File: config.mk
export PLATFORM = sky130hd
export DESIGN_NAME = lags_cell_chain
export DESIGN_NICKNAME = d
export VERILOG_FILES = /design/src/rtl/life_automaton_generation_step_unit_macros.svh /design/src/rtl/lags_pkg.sv /design/src/rtl/lags_cell_chain.sv
export SDC_FILE = /design/constraint.sdc
export NUM_CORES = 1
export LEC_CHECK = 0
export BUFFER_PORTS_ARGS = -buffer_cell sky130_fd_sc_hd__buf_2
export CAP_MARGIN = 40
export CORE_ASPECT_RATIO = 0.6
export CORE_MARGIN = 2
export CORE_UTILIZATION = 55
export CTS_BUF_LIST = sky130_fd_sc_hd__clkbuf_8
export DETAILED_ROUTE_END_ITERATION = 12
export GPL_TIMING_DRIVEN = 1
export PLACE_DENSITY = 0.71
export SKIP_LAST_GASP = 1
export SYNTH_ARGS = -nofsm -noshare
export SYNTH_HDL_FRONTEND = slang
export SYNTH_SLANG_ARGS = --single-unit
File: constraint.sdc
create_clock -name clock -period 4.81 [get_ports clock]
set_input_delay 1.2025 -clock clock [delete_from_list [all_inputs] [get_ports clock]]
set_output_delay 1.2025 -clock clock [all_outputs]
set_load 0.005 [all_outputs]
File: src/rtl/life_automaton_generation_step_unit_macros.svh
// Assertion macros for the life automaton generation step unit.
// Used by the top level only; expects signals named clock and reset in scope.
`ifndef LIFE_AUTOMATON_GENERATION_STEP_UNIT_MACROS_SVH
`define LIFE_AUTOMATON_GENERATION_STEP_UNIT_MACROS_SVH

// Same-cycle implication
`define LAGS_ASSERT_NOW(label, pre, post) \
   label: assert property (@(posedge clock) disable iff (reset) (pre) |-> (post)) \
      else $error("lags assertion failed");

// Next-cycle implication
`define LAGS_ASSERT_NEXT(label, pre, post) \
   label: assert property (@(posedge clock) disable iff (reset) (pre) |=> (post)) \
      else $error("lags assertion failed");

`endif

File: src/rtl/lags_pkg.sv
// Shared types, constants and the cell update rule for the life automaton unit.
// No dependencies; imported by lags_cell_chain, the top level and the testbench.
package lags_pkg;

   localparam int REQ_DATA_W = 24;
   localparam int RSP_DATA_W = 24;
   localparam int CSR_IDX_W  = 2;
   localparam int CSR_DATA_W = 7;
   localparam int AGE_W      = 3;
   localparam int COUNT_W    = 4;
   localparam int GEN_W      = 16;

   localparam int AGE_LIMIT   = 8;
   localparam int BIRTH_COUNT = 3;
   localparam int SURVIVE_MIN = 2;

   typedef enum logic [1:0] {
      OP_WRITE = 2'd0,
      OP_READ  = 2'd1,
      OP_STEP  = 2'd2,
      OP_NONE  = 2'd3
   } op_type;

   typedef enum logic [1:0] {
      CSR_ROWS  = 2'd0,
      CSR_COLS  = 2'd1,
      CSR_WRAP  = 2'd2,
      CSR_AGING = 2'd3
   } csr_type;

   // Center age and live-neighbor count of the 3x3 window
   typedef struct packed {
      logic [AGE_W-1:0]   center;
      logic [COUNT_W-1:0] count;
   } window_type;

   // B3/S23 with optional aging
   function automatic logic [AGE_W-1:0] next_age(input logic [AGE_W-1:0] age,
                                                 input logic [COUNT_W-1:0] count,
                                                 input logic aging);
      logic [AGE_W:0] older;
      logic           survive;
      older   = {1'b0, age} + (AGE_W+1)'(1);
      survive = (count == COUNT_W'(SURVIVE_MIN)) || (count == COUNT_W'(BIRTH_COUNT));
      if (age != '0) begin
         if (!survive) return '0;
         if (!aging) return age;
         if (older >= (AGE_W+1)'(AGE_LIMIT)) return '0;
         return older[AGE_W-1:0];
      end
      return (count == COUNT_W'(BIRTH_COUNT)) ? AGE_W'(1) : '0;
   endfunction

endpackage

File: src/rtl/lags_cell_chain.sv
// Chain of cells holding two padded rows plus two ages of the streamed grid.
// Each cell hands its age to the next on every shift; taps form the 3x3 window.
// Depends on lags_pkg.
module lags_cell_chain #(
   parameter int ROW_LEN = 66
) (
   input  logic                          clock,
   input  logic                          shift_en,
   input  logic [lags_pkg::AGE_W-1:0]    cell_in,
   output lags_pkg::window_type          window
);
   import lags_pkg::*;

   localparam int DEPTH = 2 * ROW_LEN + 2;

   logic [AGE_W-1:0] cell_ff [DEPTH];
   logic [7:0]       live;

   // Shift the chain by one position per transfer of streamed data
   always_ff @(posedge clock) begin
      if (shift_en) begin
         cell_ff[0] <= cell_in;
         for (int k = 1; k < DEPTH; k++) begin
            cell_ff[k] <= cell_ff[k-1];
         end
      end
   end

   // Neighbor taps: top row, middle sides, bottom row with incoming cell
   always_comb begin
      live[0] = |cell_ff[2*ROW_LEN+1];
      live[1] = |cell_ff[2*ROW_LEN];
      live[2] = |cell_ff[2*ROW_LEN-1];
      live[3] = |cell_ff[ROW_LEN+1];
      live[4] = |cell_ff[ROW_LEN-1];
      live[5] = |cell_ff[1];
      live[6] = |cell_ff[0];
      live[7] = |cell_in;
      window.count = '0;
      for (int k = 0; k < 8; k++) begin
         window.count = window.count + COUNT_W'(live[k]);
      end
      window.center = cell_ff[ROW_LEN];
   end

endmodule

==> results of run 1 <==
==> worst max-delay path by stage <==
| stage | startpoint | to | slack [ns] | cells after the start |
|---|---|---|---|---|
| floorplan | cell_ff[16][16] | window[1] | 0.52 | 10 |
| global placement | cell_ff[16][16] | window[1] | 0.33 | 11 |
| detailed placement | cell_ff[16][13] | window[1] | 0.24 | 11 |
| CTS | cell_ff[8][9] | window[1] | -0.25 | 11 |
| global route | cell_ff[8][9] | window[1] | -0.28 | 11 |
| finish | cell_ff[16][13] | window[1] | -0.15 | 11 |
==> routing by layer <==
metal / track usage / share of wire
met5: 0 / 0
met4: 0.0461 / 0.012
met3: 0.0408 / 0.048
met2: 0.150 / 0.40
met1: 0.206 / 0.54
==> metrics by stage <==
stage,instances,instance area [sq um],power (uW),worst slack [ns],util
after floorplan,429,12300,4210,0.517,-
after global placement,727,12800,4320,0.325,0.580
after detailed placement,727,12800,4330,0.241,0.580
after CTS,813,13700,6510,-0.251,0.621
after global routing,813,13700,6700,-0.279,0.623
final,813,13700,6430,-0.149,0.623
==> power by group through the flow <==
stage / logic (uW) / registers, uW / clock network (uW)
finish: 145 / 4140 / 2150
global route: 162 / 4150 / 2390
CTS: 134 / 4140 / 2230
detailed placement: 122 / 4210 / 0
global placement: 115 / 4200 / 0
floorplan: 30.8 / 4180 / 0
==> worst max-delay path: cells and delay by family (launching register included) <==
family | cells | cell delay, ns
simple gates | 1 | 0.40
flops | 1 | 0.39
fa+ha+maj | 5 | 2.12
buf+inv | 5 | 0.30
==> what timing repair did <==
| item | 4_1_cts | 5_1_grt |
|---|---|---|
| pin swaps | 6 | 4 |
| resized for setup | 7 | 8 |
| setup endpoints to repair | 3 | 3 |
| gates cloned | 0 | 0 |
| hold endpoints to repair | 0 | 0 |
| setup buffers | 1 | 0 |
==> cells by family after synthesis <==
| family | count (synthesis) | synth area share |
|---|---|---|
| AOI/OAI and AO/OA | 1 | 0.000406 |
| xor gates and xnor gates | 1 | 0.000712 |
| adders and majority gates | 7 | 0.00956 |
| buffers and inverters | 9 | 0.00366 |
| DFF | 402 | 0.981 |
| and+or+nand+nor | 9 | 0.00437 |
==> layout make-up <==
class	instances	area [sq um]
inverter	6	22.5
clock buffer	55	757
multi-input combinational	18	229
fill	1424	8310
tap	286	358
timing repair buffer	16	150
clock inverter	30	121
sequential	402	12100
==> cell usage in the layout, fill, tap and decap left out, drive strengths merged <==
master / count
edfxtp: 402
clkbuf: 55
inv: 26
buf: 16
clkinv: 8
or3: 6
fa: 4
ha: 3
nor3: 2
clkinvlp: 2
a21oi: 1
nor2b: 1
xnor2: 1
==> metrics.json, run 1 <==
{
  "drt": {
    "drt_pass1_iterations": 4,
    "drt-total-wl_um": 14100,
    "drt_iter0_drc": 327,
    "drt_via_density": 5.01,
    "route.vias.total": 4072,
    "remaining_drc_errors": 0,
    "final_antenna_net_count": 0,
    "detail_route.wl_per_cell_um": 17.4
  },
  "global_route": {
    "antenna_found_initial": 0,
    "grt_remaining_overflow": 0,
    "global_route.usage.total": 0.123,
    "grt_max_degree": 98,
    "first_global_vias": 4073,
    "grt_first_pass_wirelength_um": 22000
  },
  "finish": {
    "syn2layout_area_growth_pct": 11.4,
    "final_layout_size_suffix_gt1_frac": 0.163,
    "top_register": "cell_ff",
    "reg_top3": "cell_ff x402",
    "layout.nets": 509,
    "flip_flop_count_of_the_largest_register_all_copies_and_words_added": 402,
    "n_antenna_cell": 0
  },
  "timing": {
    "max-slew-margin-rel": 0.515,
    "clock-skew-final_ns": 0.0107,
    "timing.setup.tns_ns": -0.268,
    "grt_setup_unrepaired": "true",
    "timing.fmax_mhz": 202,
    "setup_slack_ns": -0.149,
    "final_number_of_hold_violating_endpoints": 0,
    "tightest_hold_margin_ns": 0.412,
    "tightest_slew_ns": 0.727,
    "period_needed_ns": 4.96,
    "final_min_period_over_clock_period": 1.03,
    "drv_slew": 0,
    "setup_viol": 2
  },
  "setup_path": {
    "worst_r2r_endpoint": "cell_ff[16][14]",
    "critical_path_source_type": "flop",
    "timing.rr.start": "cell_ff[16][11]",
    "cp_slowest_stage_delay_ns": 0.54,
    "crit_path_frequent_cell": "inv_2",
    "setup.worst_path.class": "reg -> out",
    "crit_chain": "or3_4 > fa_2 > fa_1 > inv_2 > fa_1 > inv_2 > ha_4 > inv_2 > fa_2 > inv_2 > buf_6",
    "worst-endpoint-required_ns": 3.61,
    "cp_capture_type": "output pin",
    "cp_data_arrival_time_ns": 3.76,
    "setup.reg_to_reg.worst_slack_ns": 4.03,
    "crit_fanout": 2,
    "timing.reg2reg.worst_path_depth": 0,
    "critical-path-slowest-cell": "fa_1"
  },
  "synth": {
    "syn-cell-area_sq_um": 12300,
    "synth_commonest_cells": "edfxtp_1 (402), inv_1 (6), or3_1 (6)",
    "post-synth-top-count-cell": "edfxtp_1",
    "synthCells": 429,
    "yosys_warn_count": 0,
    "post-synth-top-area-cell": "edfxtp_1",
    "asyncSetResetFlopFracSynth": 0,
    "postSynthAreaPerCell_sq_um": 28.7,
    "yosysUniqueCellTypes": 10,
    "yosys_register_bits": 402,
    "synth_area_leaders": "edfxtp_1 (98%), fa_1 (0.65%), ha_1 (0.31%)",
    "synth.net_count": 441,
    "share_of_yosys_cell_area_claimed_by_the_top_area_cell_type": 0.981,
    "synth-edff-count": 402,
    "synthFlopType": "edfxtp_1",
    "synth.yosys.seq_area_share": 0.981
  },
  "pwr": {
    "sw_frac_of_total": 0.196,
    "internal_power_uw": 5170,
    "vdd_ir_drop_max_uv": 255,
    "power_density_nw_per_um2": 469,
    "seq_power_share": 0.643,
    "power.clock.fraction": 0.335,
    "switching_power_uw": 1260,
    "combinationalPowerShare": 0.023,
    "p_leak_uw": 0.00463
  },
  "min_path": {
    "hold_depth": 0,
    "hold_path.class": "reg -> reg",
    "timing.hold.worst.start": "cell_ff[0][7]",
    "min_delay_worst_endpoint": "cell_ff[0][10]"
  },
  "die": {
    "die_area_sq_um": 23600,
    "placementRows": 42,
    "io_pins": 12,
    "chipHeight_um": 120,
    "core-area_sq_um": 22000,
    "floorplan.die.width_um": 197,
    "initial_utilization": 0.559
  },
  "clock_network": {
    "cts-hold-fix-buffers": 0,
    "tritoncts": "yes",
    "worstSkewPairLatency_ns": 0.55,
    "clock_sink_count": 402,
    "cts-root-buf": "clkbuf_8",
    "path_clk_slew_ns": 0.07,
    "cts_made_buffers": 53,
    "max-clock-path-buffers": 3,
    "htreeDepth": 2
  },
  "outcome": {
    "failed_checks": "negative setup slack",
    "outcome": "complete, but fails checks"
  },
  "place": {
    "port-buffer-count": 11,
    "dpl.hpwl_um": 6360,
    "finalWeightedCongestion": 0.719
  },
  "run": {
    "maxCapViolations": 0
  }
}
No activity file was read; power rests on OpenSTA's default activity.
==> run 2: changes to the inputs <==
==> constraint.sdc (replaced) <==
create_clock -name clock -period 5 [get_ports clock]
set_input_delay 1.25 -clock clock [delete_from_list [all_inputs] [get_ports clock]]
set_output_delay 1.25 -clock clock [all_outputs]
set_load 0.005 [all_outputs]
==> metrics.json, run 2 (synthesis gave the netlist of run 1 again) <==
{
  "drt": {
    "drt-total-wl_um": 14000,
    "remaining_drc_errors": 0,
    "drt_pass1_iterations": 4,
    "detail_route.wl_per_cell_um": 17.3,
    "route.vias.total": 4070,
    "drt_via_density": 5.01,
    "final_antenna_net_count": 0,
    "drt_iter0_drc": 383
  },
  "die": {
    "io_pins": 12,
    "die_area_sq_um": 23600,
    "core-area_sq_um": 22000,
    "placementRows": 42,
    "initial_utilization": 0.559,
    "floorplan.die.width_um": 197,
    "chipHeight_um": 120
  },
  "finish": {
    "syn2layout_area_growth_pct": 10.9,
    "flip_flop_count_of_the_largest_register_all_copies_and_words_added": 402,
    "layout.cells.most_common": "edfxtp_1",
    "mostFrequentLayoutCells": "edfxtp_1 (402), clkbuf_8 (53), inv_1 (16), clkinv_1 (16), buf_2 (10)",
    "final_layout_size_suffix_gt1_frac": 0.152,
    "layout.nets": 508,
    "post-route-util": 0.619,
    "reg_top3": "cell_ff x402",
    "top_register": "cell_ff",
    "nFillCells": 1404,
    "n_antenna_cell": 0
  },
  "clock_network": {
    "htreeDepth": 2,
    "tritoncts": "yes",
    "cts-hold-fix-buffers": 0,
    "cts_made_buffers": 52,
    "clock_sink_count": 402,
    "cts-root-buf": "clkbuf_8",
    "path_clk_slew_ns": 0.06,
    "worstSkewPairLatency_ns": 0.55,
    "postCtsSetupBuffers": 0,
    "max-clock-path-buffers": 3
  },
  "global_route": {
    "antenna_found_initial": 0,
    "met3_capacity_usage_during_global_routing": 0.0396,
    "grt_util_met1": 0.211,
    "first_global_vias": 4086,
    "grt_max_degree": 124,
    "grt_first_pass_wirelength_um": 22300,
    "groute.layer.met2.usage": 0.149,
    "grt_remaining_overflow": 0,
    "busiest_layer": "met1",
    "global_route.usage.total": 0.125
  },
  "setup_path": {
    "crit_path_frequent_cell": "fa_1",
    "worst_path_dominant_cell_family": "adder cells",
    "cp_slowest_stage_delay_ns": 0.52,
    "worstSetupStartpoint": "cell_ff[16][16]",
    "critical-path-slowest-cell": "fa_1",
    "crit_chain": "or3_4 > fa_1 > fa_1 > inv_2 > fa_1 > inv_1 > ha_2 > inv_2 > fa_2 > inv_1 > buf_2",
    "setup.reg_to_reg.worst_slack_ns": 4.20,
    "worst-endpoint-required_ns": 3.75,
    "timing.rr.start": "cell_ff[8][6]",
    "timing.reg2reg.worst_path_depth": 0,
    "critical_path_source_type": "flop",
    "worst_r2r_endpoint": "cell_ff[8][9]",
    "endpoint": "window[1]",
    "cp_data_arrival_time_ns": 3.80,
    "crit_fanout": 2,
    "critPathBufInv": 5,
    "setup.worst_path.class": "reg -> out",
    "cp_capture_type": "output pin",
    "crit_cells": 11
  },
  "place": {
    "port-buffer-count": 11,
    "finalWeightedCongestion": 0.744,
    "dpl.hpwl_um": 6390
  },
  "pwr": {
    "p_leak_uw": 0.00459,
    "power.total_uw": 6130,
    "vdd_ir_drop_max_uv": 219,
    "power_density_nw_per_um2": 449
  },
  "run": {
    "maxCapViolations": 0
  },
  "timing": {
    "drv_slew": 0,
    "timing.fmax_mhz": 198,
    "tightest_hold_margin_ns": 0.412,
    "setup_slack_ns": -0.0478,
    "max-slew-margin-rel": 0.404,
    "tightest_slew_ns": 0.893,
    "setup_viol": 2,
    "clock-skew-final_ns": 0.0130,
    "final_min_period_over_clock_period": 1.01,
    "grt_setup_unrepaired": "true",
    "final_number_of_hold_violating_endpoints": 0,
    "period_needed_ns": 5.05
  },
  "outcome": {
    "outcome": "complete, but fails checks",
    "failed_checks": "negative setup slack"
  },
  "min_path": {
    "hold_path.class": "reg -> reg"
  }
}
-- run 2: changes by cell type in the layout (fill, tap and decap cells not counted), moves of 2 or more --
cell,before,now
clkinv_1,7,16
inv_1,22,16
clkbuf_8,55,53
clkinvlp_4,2,0
buf_6,2,0
clkinv_2,1,4
inv_2,4,2
buf_4,1,3
-- run 2: area by class of cell --
type,instances,area [sq um],share of cell area
clock inverters,32,125,0.00917
inverters,6,22.5,0.00165
clock buffers,53,729,0.0535
flip-flops and latches,402,12100,0.885
multi-input cells,18,205,0.0150
well taps,286,358,0.0262
repair buffers,16,128,0.00936
-- run 2: worst min-delay path by stage --
stage                              start  depth (start not counted)             end
final                      cell_ff[3][6]                          0   cell_ff[3][9]
after floorplan            cell_ff[0][7]                          0  cell_ff[0][10]
after global placement    cell_ff[2][12]                          0  cell_ff[2][15]
after detailed placement  cell_ff[0][14]                          0  cell_ff[0][17]
after CTS                 cell_ff[8][14]                          0  cell_ff[8][17]
after global routing       cell_ff[7][7]                          0  cell_ff[7][10]
-- run 2: power breakdown --
part | switching (uW) | total, uW | internal, uW
sequential | 55.7 | 3980 | 3920
combinational | 84.7 | 117 | 32.7
clock | 1060 | 2030 | 973
-- run 2: metal layers --
layer,routed length (um),up-vias
met5,0,-
met4,279,0
met3,771,32
met2,5470,79
met1,7530,2095
li1,-,1864
-- run 2: metrics by stage --
stage               cell area, sq um  setup TNS [ns]  worst slack [ns]  instances
CTS                            13600          -0.242            -0.127        813
detailed placement             12800               0             0.379        728
finish                         13600         -0.0745           -0.0478        813
global placement               12800               0             0.458        728
floorplan                      12300               0             0.660        429
global route                   13600          -0.348            -0.177        813
-- run 2: repair_timing --
item	in CTS	in global routing
pin swaps	6	1
gates resized for setup	5	2
endpoints found under the setup margin	2	2
